## config.mk

```make
export PLATFORM = sky130hd
export DESIGN_NAME = polyline_bounding_box_flat
export DESIGN_NICKNAME = d
export VERILOG_FILES = /design/src/sv/pbb_pkg.sv /design/src/sv/pbb_point_if.sv /design/src/sv/pbb_result_if.sv /design/src/sv/pbb_front.sv /design/src/sv/pbb_queue.sv /design/src/sv/pbb_back.sv /design/src/sv/polyline_bounding_box.sv /design/src/flat_wrapper.sv
export SDC_FILE = /design/constraint.sdc
export NUM_CORES = 2
export LEC_CHECK = 0
export BUFFER_PORTS_ARGS = -buffer_cell sky130_fd_sc_hd__buf_2
export CAP_MARGIN = 20
export CORE_ASPECT_RATIO = 1.1
export CORE_UTILIZATION = 35
export CTS_BUF_LIST = sky130_fd_sc_hd__clkbuf_2
export DETAILED_ROUTE_END_ITERATION = 6
export PLACE_DENSITY_LB_ADDON = 0.3
export REMOVE_ABC_BUFFERS = 1
export SYNTH_ARGS = -nofsm -noshare
export SYNTH_HDL_FRONTEND = slang
export SYNTH_HIERARCHICAL = 1
export SYNTH_SLANG_ARGS = --single-unit
```

## constraint.sdc

```tcl
create_clock -name clk_i -period 49.3 [get_ports clk_i]
set_clock_uncertainty 0.15 [all_clocks]
set_input_delay 9.86 -clock clk_i [delete_from_list [all_inputs] [get_ports clk_i]]
set_output_delay 9.86 -clock clk_i [all_outputs]
set_load 0.1 [all_outputs]
```

## src/sv/pbb_pkg.sv

```systemverilog
// ---------------------------------------------------------------------------
// pbb_pkg
// types and constants shared by the polyline bounding box modules
// ---------------------------------------------------------------------------
`default_nettype none

package pbb_pkg;

  // field widths fixed by the interface
  localparam int unsigned CENTER_W = 32;
  localparam int unsigned EXTENT_W = 31;
  localparam int unsigned POINT_W  = 32;
  localparam int unsigned LW_W     = 31;
  localparam int unsigned NOISE_W  = 30;
  localparam int unsigned SUBDIV_W = 8;
  localparam int unsigned APB_AW   = 4;
  localparam int unsigned APB_DW   = 32;

  // extent of a line with fewer than two points, 1.0 in Q15.16
  localparam logic [EXTENT_W-1:0] EXTENT_ONE = 31'h0001_0000;

  // queue depth between front and back, and back pipeline stages after it
  localparam int unsigned QUEUE_DEPTH = 2;
  localparam int unsigned PIPE_STAGES = 4;

  // register map, index = byte address / 4
  typedef enum logic [1:0] {
    REG_LINE_WIDTH      = 2'd0,
    REG_NOISE_AMPLITUDE = 2'd1,
    REG_SUBDIV_LEVELS   = 2'd2
  } pbb_reg_e;

  // position of a point within its line
  typedef enum logic [1:0] {
    ROLE_FIRST  = 2'd0,
    ROLE_SECOND = 2'd1,
    ROLE_LATER  = 2'd2
  } pbb_role_e;

  // classification tag that travels with a point
  typedef struct packed {
    pbb_role_e role;
    logic      is_final;
  } pbb_tag_t;

  // configuration seen by the back end
  typedef struct packed {
    logic [LW_W-1:0]    line_width;
    logic [NOISE_W-1:0] noise_amplitude;
    logic               sub_en;
  } pbb_cfg_t;

endpackage

`default_nettype wire

```

## src/sv/pbb_point_if.sv

```systemverilog
// ---------------------------------------------------------------------------
// pbb_point_if
// point channel: one polyline vertex per transfer
// ---------------------------------------------------------------------------
`default_nettype none

interface pbb_point_if;
  logic               valid;
  logic               ready;
  logic signed [31:0] point_x;
  logic signed [31:0] point_y;
  logic signed [31:0] point_z;
  logic               is_final;

  modport source (output valid, output point_x, output point_y, output point_z,
                  output is_final, input ready);
  modport sink   (input valid, input point_x, input point_y, input point_z,
                  input is_final, output ready);
endinterface

`default_nettype wire

```

## src/sv/pbb_result_if.sv

```systemverilog
// ---------------------------------------------------------------------------
// pbb_result_if
// result channel: one bounding box per transfer
// ---------------------------------------------------------------------------
`default_nettype none

interface pbb_result_if;
  logic               valid;
  logic               ready;
  logic signed [31:0] center_x;
  logic signed [31:0] center_y;
  logic signed [31:0] center_z;
  logic        [30:0] extent_x;
  logic        [30:0] extent_y;
  logic        [30:0] extent_z;
  logic               line_valid;

  modport source (output valid, output center_x, output center_y, output center_z,
                  output extent_x, output extent_y, output extent_z,
                  output line_valid, input ready);
  modport sink   (input valid, input center_x, input center_y, input center_z,
                  input extent_x, input extent_y, input extent_z,
                  input line_valid, output ready);
endinterface

`default_nettype wire

```

## src/sv/pbb_front.sv

```systemverilog
// ---------------------------------------------------------------------------
// pbb_front
// accepts points, clamps them to the coordinate range and tags their role
// ---------------------------------------------------------------------------
`default_nettype none

module pbb_front #(
  parameter int unsigned COORD_BITS = 32
) (
  input  logic                           clk_i,
  input  logic                           rst_ni,
  pbb_point_if.sink                      point_i,
  output logic                           q_valid_o,
  input  logic                           q_ready_i,
  output logic [2:0][COORD_BITS-1:0]     q_pt_o,
  output pbb_pkg::pbb_tag_t              q_tag_o
);
  import pbb_pkg::*;

  localparam int unsigned CW = COORD_BITS;
  localparam int unsigned IW = (CW > POINT_W) ? CW : POINT_W;
  localparam logic signed [IW-1:0] CMAX_I = IW'((64'sd1 <<< (CW-1)) - 64'sd1);
  localparam logic signed [IW-1:0] CMIN_I = IW'(-(64'sd1 <<< (CW-1)));

  pbb_role_e          role_q, role_d;
  logic               push;
  logic signed [31:0] raw [3];
  logic signed [IW-1:0] wide [3];

  assign raw[0] = point_i.point_x;
  assign raw[1] = point_i.point_y;
  assign raw[2] = point_i.point_z;

  assign point_i.ready = q_ready_i;
  assign push          = point_i.valid && q_ready_i;

  // clamp each coordinate into the internal range
  always_comb begin
    for (int i = 0; i < 3; i++) begin
      wide[i] = IW'(raw[i]);
      if (wide[i] > CMAX_I) begin
        wide[i] = CMAX_I;
      end else if (wide[i] < CMIN_I) begin
        wide[i] = CMIN_I;
      end
      q_pt_o[i] = CW'(wide[i]);
    end
  end

  // role sequence: first, second, later; a final point restarts the line
  always_comb begin
    role_d = role_q;
    if (push) begin
      if (point_i.is_final) begin
        role_d = ROLE_FIRST;
      end else begin
        unique case (role_q)
          ROLE_FIRST:  role_d = ROLE_SECOND;
          ROLE_SECOND: role_d = ROLE_LATER;
          ROLE_LATER:  role_d = ROLE_LATER;
          default:     role_d = ROLE_FIRST;
        endcase
      end
    end
  end

  // tag and queue write
  always_comb begin
    q_valid_o        = point_i.valid;
    q_tag_o.role     = role_q;
    q_tag_o.is_final = point_i.is_final;
  end

  always_ff @(posedge clk_i or negedge rst_ni) begin
    if (!rst_ni) begin
      role_q <= ROLE_FIRST;
    end else begin
      role_q <= role_d;
    end
  end

endmodule

`default_nettype wire

```

## src/sv/pbb_queue.sv

```systemverilog
// ---------------------------------------------------------------------------
// pbb_queue
// small first-in first-out queue between the front and the back end
// ---------------------------------------------------------------------------
`default_nettype none

module pbb_queue #(
  parameter int unsigned W     = 8,
  parameter int unsigned DEPTH = 2
) (
  input  logic         clk_i,
  input  logic         rst_ni,
  input  logic         wr_valid_i,
  output logic         wr_ready_o,
  input  logic [W-1:0] wr_data_i,
  output logic         rd_valid_o,
  input  logic         rd_ready_i,
  output logic [W-1:0] rd_data_o
);

  localparam int unsigned PW = (DEPTH > 1) ? $clog2(DEPTH) : 1;
  localparam int unsigned NW = $clog2(DEPTH + 1);
  localparam logic [PW-1:0] LAST = PW'(DEPTH - 1);
  localparam logic [NW-1:0] FULL = NW'(DEPTH);

  logic [W-1:0]  mem_q [DEPTH];
  logic [PW-1:0] wr_ptr_q, wr_ptr_d;
  logic [PW-1:0] rd_ptr_q, rd_ptr_d;
  logic [NW-1:0] cnt_q, cnt_d;
  logic          push, pop;

  assign wr_ready_o = (cnt_q != FULL);
  assign rd_valid_o = (cnt_q != '0);
  assign rd_data_o  = mem_q[rd_ptr_q];
  assign push       = wr_valid_i && wr_ready_o;
  assign pop        = rd_valid_o && rd_ready_i;

  // pointer and fill count update
  always_comb begin
    wr_ptr_d = wr_ptr_q;
    rd_ptr_d = rd_ptr_q;
    cnt_d    = cnt_q;
    if (push) begin
      wr_ptr_d = (wr_ptr_q == LAST) ? '0 : wr_ptr_q + 1'b1;
    end
    if (pop) begin
      rd_ptr_d = (rd_ptr_q == LAST) ? '0 : rd_ptr_q + 1'b1;
    end
    if (push && !pop) begin
      cnt_d = cnt_q + 1'b1;
    end else if (pop && !push) begin
      cnt_d = cnt_q - 1'b1;
    end
  end

  always_ff @(posedge clk_i or negedge rst_ni) begin
    if (!rst_ni) begin
      wr_ptr_q <= '0;
      rd_ptr_q <= '0;
      cnt_q    <= '0;
    end else begin
      wr_ptr_q <= wr_ptr_d;
      rd_ptr_q <= rd_ptr_d;
      cnt_q    <= cnt_d;
    end
  end

  // entry storage
  always_ff @(posedge clk_i) begin
    if (push) begin
      mem_q[wr_ptr_q] <= wr_data_i;
    end
  end

endmodule

`default_nettype wire

```

## src/sv/pbb_back.sv

```systemverilog
// ---------------------------------------------------------------------------
// pbb_back
// running point and midpoint boxes, then the finishing pipeline per line
// ---------------------------------------------------------------------------
`default_nettype none

module pbb_back #(
  parameter int unsigned COORD_BITS = 32
) (
  input  logic                       clk_i,
  input  logic                       rst_ni,
  input  logic                       q_valid_i,
  output logic                       q_ready_o,
  input  logic [2:0][COORD_BITS-1:0] q_pt_i,
  input  pbb_pkg::pbb_tag_t          q_tag_i,
  input  pbb_pkg::pbb_cfg_t          cfg_i,
  pbb_result_if.source               result_o
);
  import pbb_pkg::*;

  localparam int unsigned CW = COORD_BITS;
  localparam int unsigned SW = CW + 1;
  localparam int unsigned GW = ((CW > 32) ? CW : 32) + 2;
  localparam int unsigned OW = ((CW > CENTER_W) ? CW : CENTER_W) + 1;
  localparam int unsigned EW = ((CW > EXTENT_W) ? CW : EXTENT_W) + 1;

  localparam logic signed [GW-1:0] CMAX_G = GW'((64'sd1 <<< (CW-1)) - 64'sd1);
  localparam logic signed [GW-1:0] CMIN_G = GW'(-(64'sd1 <<< (CW-1)));
  localparam logic signed [OW-1:0] OMAX   = OW'(64'sd2147483647);
  localparam logic signed [OW-1:0] OMIN   = OW'(-64'sd2147483648);
  localparam logic        [EW-1:0] EMAX   = EW'(64'd2147483647);

  // saturate a widened coordinate back into the internal range
  function automatic logic signed [CW-1:0] sat_c(input logic signed [GW-1:0] v);
    logic signed [GW-1:0] r;
    r = v;
    if (r > CMAX_G) begin
      r = CMAX_G;
    end else if (r < CMIN_G) begin
      r = CMIN_G;
    end
    return CW'(r);
  endfunction

  // running state
  logic signed [CW-1:0] prev_q [3];
  logic signed [CW-1:0] pmin_q [3], pmax_q [3], mmin_q [3], mmax_q [3];
  logic signed [CW-1:0] pmin_d [3], pmax_d [3], mmin_d [3], mmax_d [3];
  logic signed [CW-1:0] pt     [3];
  logic signed [CW-1:0] mid    [3];
  logic signed [SW-1:0] msum   [3];

  // finishing pipeline
  logic                 s1_v_q, s2_v_q, s3_v_q, out_v_q;
  logic                 s1_adv, s2_adv, s3_adv, out_adv;
  logic                 pop, pop_final;
  logic                 s1_lv_q, s2_lv_q, s3_lv_q, out_lv_q;
  logic                 s2_sub_q;
  logic signed [CW-1:0] s1_pmin_q [3], s1_pmax_q [3], s1_mmin_q [3], s1_mmax_q [3];
  logic signed [CW-1:0] s2_loa_q [3], s2_hia_q [3], s2_lob_q [3], s2_hib_q [3];
  logic signed [CW-1:0] loa [3], hia [3], lob [3], hib [3];
  logic signed [CW-1:0] lo [3], hi [3];
  logic signed [SW-1:0] s3_sum_q [3], s3_diff_q [3];
  logic signed [SW-1:0] sum [3], diff [3];
  logic signed [CW-1:0] ctr [3];
  logic        [CW-1:0] ext [3];
  logic signed [OW-1:0] ctr_w [3];
  logic        [EW-1:0] ext_w [3];
  logic signed [CENTER_W-1:0] ctr_n [3], out_ctr_q [3];
  logic        [EXTENT_W-1:0] ext_n [3], out_ext_q [3];
  logic        [NOISE_W-1:0]  grow;
  logic        [31:0]         grow2;
  logic signed [GW-1:0]       grow_g, grow2_g;

  // handshake between stages; a final point needs room in the first stage
  assign out_adv   = !out_v_q || result_o.ready;
  assign s3_adv    = !s3_v_q || out_adv;
  assign s2_adv    = !s2_v_q || s3_adv;
  assign s1_adv    = !s1_v_q || s2_adv;
  assign q_ready_o = !q_tag_i.is_final || s1_adv;
  assign pop       = q_valid_i && q_ready_o;
  assign pop_final = pop && q_tag_i.is_final;

  // box update with the popped point
  always_comb begin
    for (int i = 0; i < 3; i++) begin
      pt[i]   = signed'(q_pt_i[i]);
      msum[i] = SW'(prev_q[i]) + SW'(pt[i]);
      mid[i]  = signed'(msum[i][CW:1]);
      pmin_d[i] = (pt[i] < pmin_q[i]) ? pt[i] : pmin_q[i];
      pmax_d[i] = (pt[i] > pmax_q[i]) ? pt[i] : pmax_q[i];
      mmin_d[i] = (mid[i] < mmin_q[i]) ? mid[i] : mmin_q[i];
      mmax_d[i] = (mid[i] > mmax_q[i]) ? mid[i] : mmax_q[i];
      unique case (q_tag_i.role)
        ROLE_SECOND: begin
          mmin_d[i] = mid[i];
          mmax_d[i] = mid[i];
        end
        ROLE_LATER: begin
        end
        default: begin
          pmin_d[i] = pt[i];
          pmax_d[i] = pt[i];
          mmin_d[i] = mmin_q[i];
          mmax_d[i] = mmax_q[i];
        end
      endcase
    end
  end

  always_ff @(posedge clk_i) begin
    if (pop) begin
      for (int i = 0; i < 3; i++) begin
        prev_q[i] <= pt[i];
        pmin_q[i] <= pmin_d[i];
        pmax_q[i] <= pmax_d[i];
        mmin_q[i] <= mmin_d[i];
        mmax_q[i] <= mmax_d[i];
      end
    end
  end

  // enlargement of both boxes with saturation
  always_comb begin
    grow    = cfg_i.line_width[LW_W-1:1];
    grow2   = 32'(grow) + 32'({cfg_i.noise_amplitude, 1'b0});
    grow_g  = signed'(GW'(grow));
    grow2_g = signed'(GW'(grow2));
    for (int i = 0; i < 3; i++) begin
      loa[i] = sat_c(GW'(s1_pmin_q[i]) - grow_g);
      hia[i] = sat_c(GW'(s1_pmax_q[i]) + grow_g);
      lob[i] = sat_c(GW'(s1_mmin_q[i]) - grow2_g);
      hib[i] = sat_c(GW'(s1_mmax_q[i]) + grow2_g);
    end
  end

  // union with the midpoint box when subdivision is on, then center sums and width differences
  always_comb begin
    for (int i = 0; i < 3; i++) begin
      lo[i]   = (s2_sub_q && (s2_lob_q[i] < s2_loa_q[i])) ? s2_lob_q[i] : s2_loa_q[i];
      hi[i]   = (s2_sub_q && (s2_hib_q[i] > s2_hia_q[i])) ? s2_hib_q[i] : s2_hia_q[i];
      sum[i]  = SW'(hi[i]) + SW'(lo[i]);
      diff[i] = SW'(hi[i]) - SW'(lo[i]);
    end
  end

  // halve and saturate to the result fields; a short line gets the default box
  always_comb begin
    for (int i = 0; i < 3; i++) begin
      ctr[i]   = signed'(s3_sum_q[i][CW:1]);
      ext[i]   = s3_diff_q[i][CW:1];
      ctr_w[i] = OW'(ctr[i]);
      ext_w[i] = EW'(ext[i]);
      if (ctr_w[i] > OMAX) begin
        ctr_w[i] = OMAX;
      end else if (ctr_w[i] < OMIN) begin
        ctr_w[i] = OMIN;
      end
      if (ext_w[i] > EMAX) begin
        ext_w[i] = EMAX;
      end
      ctr_n[i] = CENTER_W'(ctr_w[i]);
      ext_n[i] = EXTENT_W'(ext_w[i]);
      if (!s3_lv_q) begin
        ctr_n[i] = '0;
        ext_n[i] = EXTENT_ONE;
      end
    end
  end

  // stage valid flags
  always_ff @(posedge clk_i or negedge rst_ni) begin
    if (!rst_ni) begin
      s1_v_q  <= 1'b0;
      s2_v_q  <= 1'b0;
      s3_v_q  <= 1'b0;
      out_v_q <= 1'b0;
    end else begin
      if (s1_adv) begin
        s1_v_q <= pop_final;
      end
      if (s2_adv) begin
        s2_v_q <= s1_v_q;
      end
      if (s3_adv) begin
        s3_v_q <= s2_v_q;
      end
      if (out_adv) begin
        out_v_q <= s3_v_q;
      end
    end
  end

  // stage payloads
  always_ff @(posedge clk_i) begin
    if (s1_adv) begin
      s1_lv_q <= (q_tag_i.role != ROLE_FIRST);
      for (int i = 0; i < 3; i++) begin
        s1_pmin_q[i] <= pmin_d[i];
        s1_pmax_q[i] <= pmax_d[i];
        s1_mmin_q[i] <= mmin_d[i];
        s1_mmax_q[i] <= mmax_d[i];
      end
    end
    if (s2_adv) begin
      s2_lv_q  <= s1_lv_q;
      s2_sub_q <= cfg_i.sub_en;
      for (int i = 0; i < 3; i++) begin
        s2_loa_q[i] <= loa[i];
        s2_hia_q[i] <= hia[i];
        s2_lob_q[i] <= lob[i];
        s2_hib_q[i] <= hib[i];
      end
    end
    if (s3_adv) begin
      s3_lv_q <= s2_lv_q;
      for (int i = 0; i < 3; i++) begin
        s3_sum_q[i]  <= sum[i];
        s3_diff_q[i] <= diff[i];
      end
    end
    if (out_adv) begin
      out_lv_q <= s3_lv_q;
      for (int i = 0; i < 3; i++) begin
        out_ctr_q[i] <= ctr_n[i];
        out_ext_q[i] <= ext_n[i];
      end
    end
  end

  // result channel
  assign result_o.valid      = out_v_q;
  assign result_o.line_valid = out_lv_q;
  assign result_o.center_x   = out_ctr_q[0];
  assign result_o.center_y   = out_ctr_q[1];
  assign result_o.center_z   = out_ctr_q[2];
  assign result_o.extent_x   = out_ext_q[0];
  assign result_o.extent_y   = out_ext_q[1];
  assign result_o.extent_z   = out_ext_q[2];

endmodule

`default_nettype wire

```

## src/sv/polyline_bounding_box.sv

```systemverilog
// ---------------------------------------------------------------------------
// polyline_bounding_box
// axis-aligned 3D bounding box of a polyline, given as center and half-extent
// ---------------------------------------------------------------------------
//
//   channel   direction  handshake            payload
//   point_i   in         valid / ready        point_x/y/z, is_final
//   result_o  out        valid / ready        center_x/y/z, extent_x/y/z, line_valid
//   apb       in         psel/penable/pwrite  paddr, pwdata, prdata
//
// one point per cycle sustained while no final point waits on a stalled result
// a final point's box passes the queue, then stages s1, s2, s3 and out, to result_o
// reset clears the config registers, the queue and the pipeline valid flags
// a stalled result holds the pipeline, then the two-entry queue fills, then
// point_i.ready drops; non-final points keep flowing while only the result waits
// ---------------------------------------------------------------------------
`default_nettype none

module polyline_bounding_box #(
  parameter int unsigned COORD_BITS = 32
) (
  input  logic                        clk_i,
  input  logic                        rst_ni,
  pbb_point_if.sink                   point_i,
  pbb_result_if.source                result_o,
  input  logic                        psel,
  input  logic                        penable,
  input  logic                        pwrite,
  input  logic [pbb_pkg::APB_AW-1:0]  paddr,
  input  logic [pbb_pkg::APB_DW-1:0]  pwdata,
  output logic [pbb_pkg::APB_DW-1:0]  prdata,
  output logic                        pready
);
  import pbb_pkg::*;

  localparam int unsigned QW = 3 * COORD_BITS + $bits(pbb_tag_t);

  logic [LW_W-1:0]     lw_q;
  logic [NOISE_W-1:0]  na_q;
  logic [SUBDIV_W-1:0] sl_q;
  logic [1:0]          reg_idx;
  logic                cfg_wr;
  pbb_cfg_t            cfg;

  logic                       f_valid, f_ready;
  logic [2:0][COORD_BITS-1:0] f_pt, b_pt;
  pbb_tag_t                   f_tag, b_tag;
  logic                       b_valid, b_ready;
  logic [QW-1:0]              b_data;

  // configuration port
  assign pready  = 1'b1;
  assign reg_idx = paddr[3:2];
  assign cfg_wr  = psel && penable && pwrite && pready;

  always_ff @(posedge clk_i or negedge rst_ni) begin
    if (!rst_ni) begin
      lw_q <= '0;
      na_q <= '0;
      sl_q <= '0;
    end else if (cfg_wr) begin
      unique case (reg_idx)
        REG_LINE_WIDTH:      lw_q <= pwdata[LW_W-1:0];
        REG_NOISE_AMPLITUDE: na_q <= pwdata[NOISE_W-1:0];
        REG_SUBDIV_LEVELS:   sl_q <= pwdata[SUBDIV_W-1:0];
        default: begin
        end
      endcase
    end
  end

  // register readback
  always_comb begin
    unique case (reg_idx)
      REG_LINE_WIDTH:      prdata = APB_DW'(lw_q);
      REG_NOISE_AMPLITUDE: prdata = APB_DW'(na_q);
      REG_SUBDIV_LEVELS:   prdata = APB_DW'(sl_q);
      default:             prdata = '0;
    endcase
  end

  assign cfg.line_width      = lw_q;
  assign cfg.noise_amplitude = na_q;
  assign cfg.sub_en          = |sl_q;

  // front: accept, clamp, classify
  pbb_front #(
    .COORD_BITS (COORD_BITS)
  ) u_front (
    .clk_i     (clk_i),
    .rst_ni    (rst_ni),
    .point_i   (point_i),
    .q_valid_o (f_valid),
    .q_ready_i (f_ready),
    .q_pt_o    (f_pt),
    .q_tag_o   (f_tag)
  );

  // queue between front and back
  pbb_queue #(
    .W     (QW),
    .DEPTH (QUEUE_DEPTH)
  ) u_queue (
    .clk_i      (clk_i),
    .rst_ni     (rst_ni),
    .wr_valid_i (f_valid),
    .wr_ready_o (f_ready),
    .wr_data_i  ({f_tag, f_pt}),
    .rd_valid_o (b_valid),
    .rd_ready_i (b_ready),
    .rd_data_o  (b_data)
  );

  assign {b_tag, b_pt} = b_data;

  // back: boxes and finishing pipeline
  pbb_back #(
    .COORD_BITS (COORD_BITS)
  ) u_back (
    .clk_i     (clk_i),
    .rst_ni    (rst_ni),
    .q_valid_i (b_valid),
    .q_ready_o (b_ready),
    .q_pt_i    (b_pt),
    .q_tag_i   (b_tag),
    .cfg_i     (cfg),
    .result_o  (result_o)
  );

endmodule

`default_nettype wire

```

## src/flat_wrapper.sv

```systemverilog
// flat-port wrapper written by rule: the top's interface ports become plain ports
module polyline_bounding_box_flat import pbb_pkg::*;
#(
  parameter int unsigned COORD_BITS = 32
)
  (clk_i, rst_ni, psel, penable, pwrite, paddr, pwdata, prdata, pready, point_i_valid, point_i_point_x, point_i_point_y, point_i_point_z, point_i_is_final, point_i_ready, result_o_valid, result_o_center_x, result_o_center_y, result_o_center_z, result_o_extent_x, result_o_extent_y, result_o_extent_z, result_o_line_valid, result_o_ready);
  pbb_point_if point_i_i ();
  pbb_result_if result_o_i ();
  input  logic clk_i;
  input  logic rst_ni;
  input  logic psel;
  input  logic penable;
  input  logic pwrite;
  input  logic [pbb_pkg::APB_AW-1:0] paddr;
  input  logic [pbb_pkg::APB_DW-1:0] pwdata;
  output logic [pbb_pkg::APB_DW-1:0] prdata;
  output logic pready;
  input wire logic [$bits(point_i_i.valid)-1:0] point_i_valid;
  input wire logic [$bits(point_i_i.point_x)-1:0] point_i_point_x;
  input wire logic [$bits(point_i_i.point_y)-1:0] point_i_point_y;
  input wire logic [$bits(point_i_i.point_z)-1:0] point_i_point_z;
  input wire logic [$bits(point_i_i.is_final)-1:0] point_i_is_final;
  output wire logic [$bits(point_i_i.ready)-1:0] point_i_ready;
  output wire logic [$bits(result_o_i.valid)-1:0] result_o_valid;
  output wire logic [$bits(result_o_i.center_x)-1:0] result_o_center_x;
  output wire logic [$bits(result_o_i.center_y)-1:0] result_o_center_y;
  output wire logic [$bits(result_o_i.center_z)-1:0] result_o_center_z;
  output wire logic [$bits(result_o_i.extent_x)-1:0] result_o_extent_x;
  output wire logic [$bits(result_o_i.extent_y)-1:0] result_o_extent_y;
  output wire logic [$bits(result_o_i.extent_z)-1:0] result_o_extent_z;
  output wire logic [$bits(result_o_i.line_valid)-1:0] result_o_line_valid;
  input wire logic [$bits(result_o_i.ready)-1:0] result_o_ready;
  assign point_i_i.valid = point_i_valid;
  assign point_i_i.point_x = point_i_point_x;
  assign point_i_i.point_y = point_i_point_y;
  assign point_i_i.point_z = point_i_point_z;
  assign point_i_i.is_final = point_i_is_final;
  assign point_i_ready = point_i_i.ready;
  assign result_o_valid = result_o_i.valid;
  assign result_o_center_x = result_o_i.center_x;
  assign result_o_center_y = result_o_i.center_y;
  assign result_o_center_z = result_o_i.center_z;
  assign result_o_extent_x = result_o_i.extent_x;
  assign result_o_extent_y = result_o_i.extent_y;
  assign result_o_extent_z = result_o_i.extent_z;
  assign result_o_line_valid = result_o_i.line_valid;
  assign result_o_i.ready = result_o_ready;
  polyline_bounding_box #(.COORD_BITS(COORD_BITS)) u_core (.clk_i(clk_i), .rst_ni(rst_ni), .point_i(point_i_i), .result_o(result_o_i), .psel(psel), .penable(penable), .pwrite(pwrite), .paddr(paddr), .pwdata(pwdata), .prdata(prdata), .pready(pready));
endmodule
```

==> flow_metrics.py <==
metrics = {
    "worst_setup_path": {
        "worst-path-buf-inv": 2,
        "reg2regPathDepth": 32,
        "ff2ff_setup_slack_ns": 39.79,
        "crit_chain": "buf_2, nor2b_1, nand2_1, o21ai_0, buf_2",
        "critical-path-slowest-cell": "buf_2",
        "cpPeakStageDelay_ns": 0.62,
        "cp_top_family": "buffers and inverters",
        "required_ns": 39.29,
        "path_class": "in -> out",
        "reg2reg_from": "u_core/u_queue/rd_ptr_q",
        "crit_path_end_kind": "primary output",
        "arrival_ns": 11.77,
        "reg2reg_to": "u_core/u_back/mmax_q[0][15]",
        "cp_max_fo": 35,
        "critPathLaunchType": "input pin",
        "path_common_cell": "buf_2",
    },
    "yosys": {
        "synth_fa_ha_area_share_pct": 13.6,
        "synthArstFlopShare_pct": 4.13,
        "synth_compound_area_share_pct": 15.4,
        "synth_top_area_share_pct": 46.4,
        "postSynthCellCount": 10467,
        "synth_edf_count": 1832,
        "avgSynthCellArea_um2": 11.3,
        "muxShareOfSynthArea_pct": 5.42,
        "yosys.area_share.simple_pct": 8.38,
        "yosysTopAreaCell": "edfxtp_1",
        "synthTopCellsByArea": "edfxtp_1 (46%), ha_1 (13%), mux2_2 (3.4%), a21oi_1 (3.2%), inv_1 (3.1%)",
        "synthXorXnorAreaFrac_pct": 4.44,
        "yosys_register_bits": 1911,
        "ys_warn_count": 6,
        "ys_types": 119,
        "synthFlopType": "edfxtp_1",
        "synth_top_family_by_area": "compound AO/OA/AOI/OAI gates",
        "yosysSeqAreaShare_pct": 48.1,
        "synth_area_um2": 118000,
    },
    "finish": {
        "synthToLayoutAreaGrowth_pct": 10.5,
        "layout_common_cells": "edfxtp_1 (1832), ha_1 (1243), inv_1 (985)",
        "final_common_cell": "edfxtp_1",
        "regMostFlops": "u_core/u_queue/mem_q",
        "layout.nets": 12534,
        "largest_reg_flops": 198,
        "drive_gt1_share_pct": 17.2,
    },
    "floorplan": {
        "core_um2": 336000,
        "chipWidth_um": 557,
        "io_pins": 365,
        "start_util_pct": 35.2,
        "die-area_um2": 341000,
        "dieHeight_um": 612,
        "num_rows": 223,
    },
    "clocking": {
        "cts.clk_slew.worst_paths_ns": 0.10,
        "htreeDepth": 6,
        "cts_sinks": 1911,
        "hold_buffers": 0,
        "clkLatencyLatePin_ns": 2.10,
        "cts_tree": "done",
        "clockBufferDepth": 4,
        "clockRootBuffer": "clkbuf_2",
        "numCtsBuffers": 520,
        "postCtsSetupBuffers": 0,
        "cts_resized": 0,
    },
    "route": {
        "vias": 85120,
        "wirelength_um": 392000,
        "drt_iter0_markers": 7641,
        "wire_per_inst_um": 24.5,
        "first_pass_iters": 5,
        "drt-vias-per-instance": 5.31,
        "route.detailed.drc": 0,
        "antenna_left": 0,
    },
    "timing": {
        "period_minus_slack_ns": 21.78,
        "rsz0062_at_grt": "false",
        "hold_violations": 0,
        "whs_ns": 0.307,
        "tightest_slew_ns": 1.32,
        "setup_tns_ns": 0,
        "drv_slew": 0,
        "slew_headroom_pct": 11.1,
        "setup_viol": 0,
        "fmaxAchievable_ghz": 0.0459,
        "finalCritPeriodShare_pct": 44.2,
    },
    "worst_hold_path": {
        "whs_path_depth": 0,
        "worstHoldEndpoint": "u_core/u_queue/mem_q[1][98]",
        "hold_class": "reg -> reg",
        "holdCritStartpoint": "u_core/u_front/role_q[1]",
    },
    "status": {
        "status": "finished, final reports clean",
    },
    "global_routing": {
        "grt_usage_pct": 22.4,
        "antenna_found_initial": 59,
        "grt_max_degree": 157,
        "grt_pass1_vias": 82622,
        "grt_pass1_wl_um": 556000,
        "overflow": 0,
    },
    "placement": {
        "port_buffers": 359,
        "dp_hpwl_um": 313000,
        "gp_congestion": 0.956,
    },
    "run": {
        "drv_cap": 0,
    },
}
==> layer usage <==
metal / vias up / share of wire (%) / GRT usage (%)
met1: 41103 / 47 / 32.0
met5: - / 0.039 / 0
met3: 653 / 7.3 / 4.07
met2: 3154 / 41 / 32.5
met4: 24 / 4.8 / 10.4
li1: 40186 / - / -
==> per-stage QoR <==
| step | worst slack (ns) | cells | area, um^2 | util (%) |
|---|---|---|---|---|
| 5_1_grt | 27.40 | 16018 | 131000 | 38.9 |
| 2_1_floorplan | 18.49 | 10079 | 117000 | - |
| 4_1_cts | 27.53 | 16005 | 131000 | 38.9 |
| 3_5_place_dp | 27.54 | 15100 | 126000 | 37.4 |
| 3_3_place_gp | 27.57 | 15095 | 126000 | 37.4 |
| 6_report | 27.52 | 16041 | 131000 | 38.9 |
==> worst max-delay path by stage <==
stage	start	endpoint	slack, ns	depth (start not counted)
after CTS	paddr[3]	prdata[6]	27.53	5
final	paddr[3]	prdata[6]	27.52	5
after global placement	paddr[3]	prdata[5]	27.57	5
after detailed placement	paddr[3]	prdata[6]	27.54	5
after floorplan	result_o_ready	u_core/u_back/mmax_q[0][0]	18.49	5
after global routing	paddr[3]	prdata[5]	27.40	5
==> worst register-to-register path, delay by kind of cell, from the launching register on <==
family                   cells  cell delay, ns
AO/OA/AOI/OAI               20            4.86
AND/OR/NAND/NOR              6            0.90
flip-flops                   1            0.86
buffers and inverters        2            0.83
adder cells (fa/ha/maj)      2            0.80
multiplexers                 1            0.55
XOR/XNOR                     1            0.44
==> layout make-up <==
class	count	area, um^2
Timing Repair Buffer	528	3160
Multi-Input combinational cell	7179	56300
Clock inverter	202	1530
Inverter	989	3720
Tap cell	4500	5630
Clock buffer	703	3520
Sequential cell	1911	57000
Fill cell	32515	205000
Antenna cell	29	72.6
==> cells in the mapped netlist (all sizes together), types with 12 or more instances <==
| cell | n |
|---|---|
| edfxtp | 1832 |
| ha | 1243 |
| inv | 988 |
| a21oi | 772 |
| o21ai | 607 |
| nor2 | 540 |
| mux2 | 486 |
| a21o | 394 |
| xnor2 | 383 |
| nand2 | 376 |
| clkbuf | 327 |
| xor2 | 213 |
| a22o | 198 |
| o21a | 195 |
| nand2b | 161 |
| nand4 | 146 |
| nor2b | 142 |
| and2 | 140 |
| o21bai | 122 |
| nand3 | 113 |
| nor3 | 110 |
| dfrtp | 79 |
| a31oi | 74 |
| o31ai | 66 |
| a211oi | 62 |
| buf | 61 |
| and3 | 53 |
| mux2i | 46 |
| o211ai | 41 |
| nor4 | 40 |
| or2 | 38 |
| or3 | 36 |
| a21boi | 34 |
| a211o | 23 |
| a2111oi | 22 |
| fa | 22 |
| a311oi | 20 |
| and4 | 18 |
| o2111ai | 18 |
| a31o | 17 |
| nor3b | 15 |
| or4 | 15 |
| a221o | 14 |
| nand3b | 13 |
| a221oi | 12 |
==> cell families (layout without fill, tap and decap cells) <==
kind of cell,Yosys count,count (layout)
other,2,31
buffers and inverters,1377,2422
flip-flops,1911,1911
multiplexers,532,532
AO/OA/AOI/OAI,2803,2803
XOR/XNOR,597,597
adder cells (fa/ha/maj),1274,1274
AND/OR/NAND/NOR,1971,1971
Power is left out: the tool's default activity adds up to more than one toggle a clock period on the data nets, which glitch-free logic cannot reach.
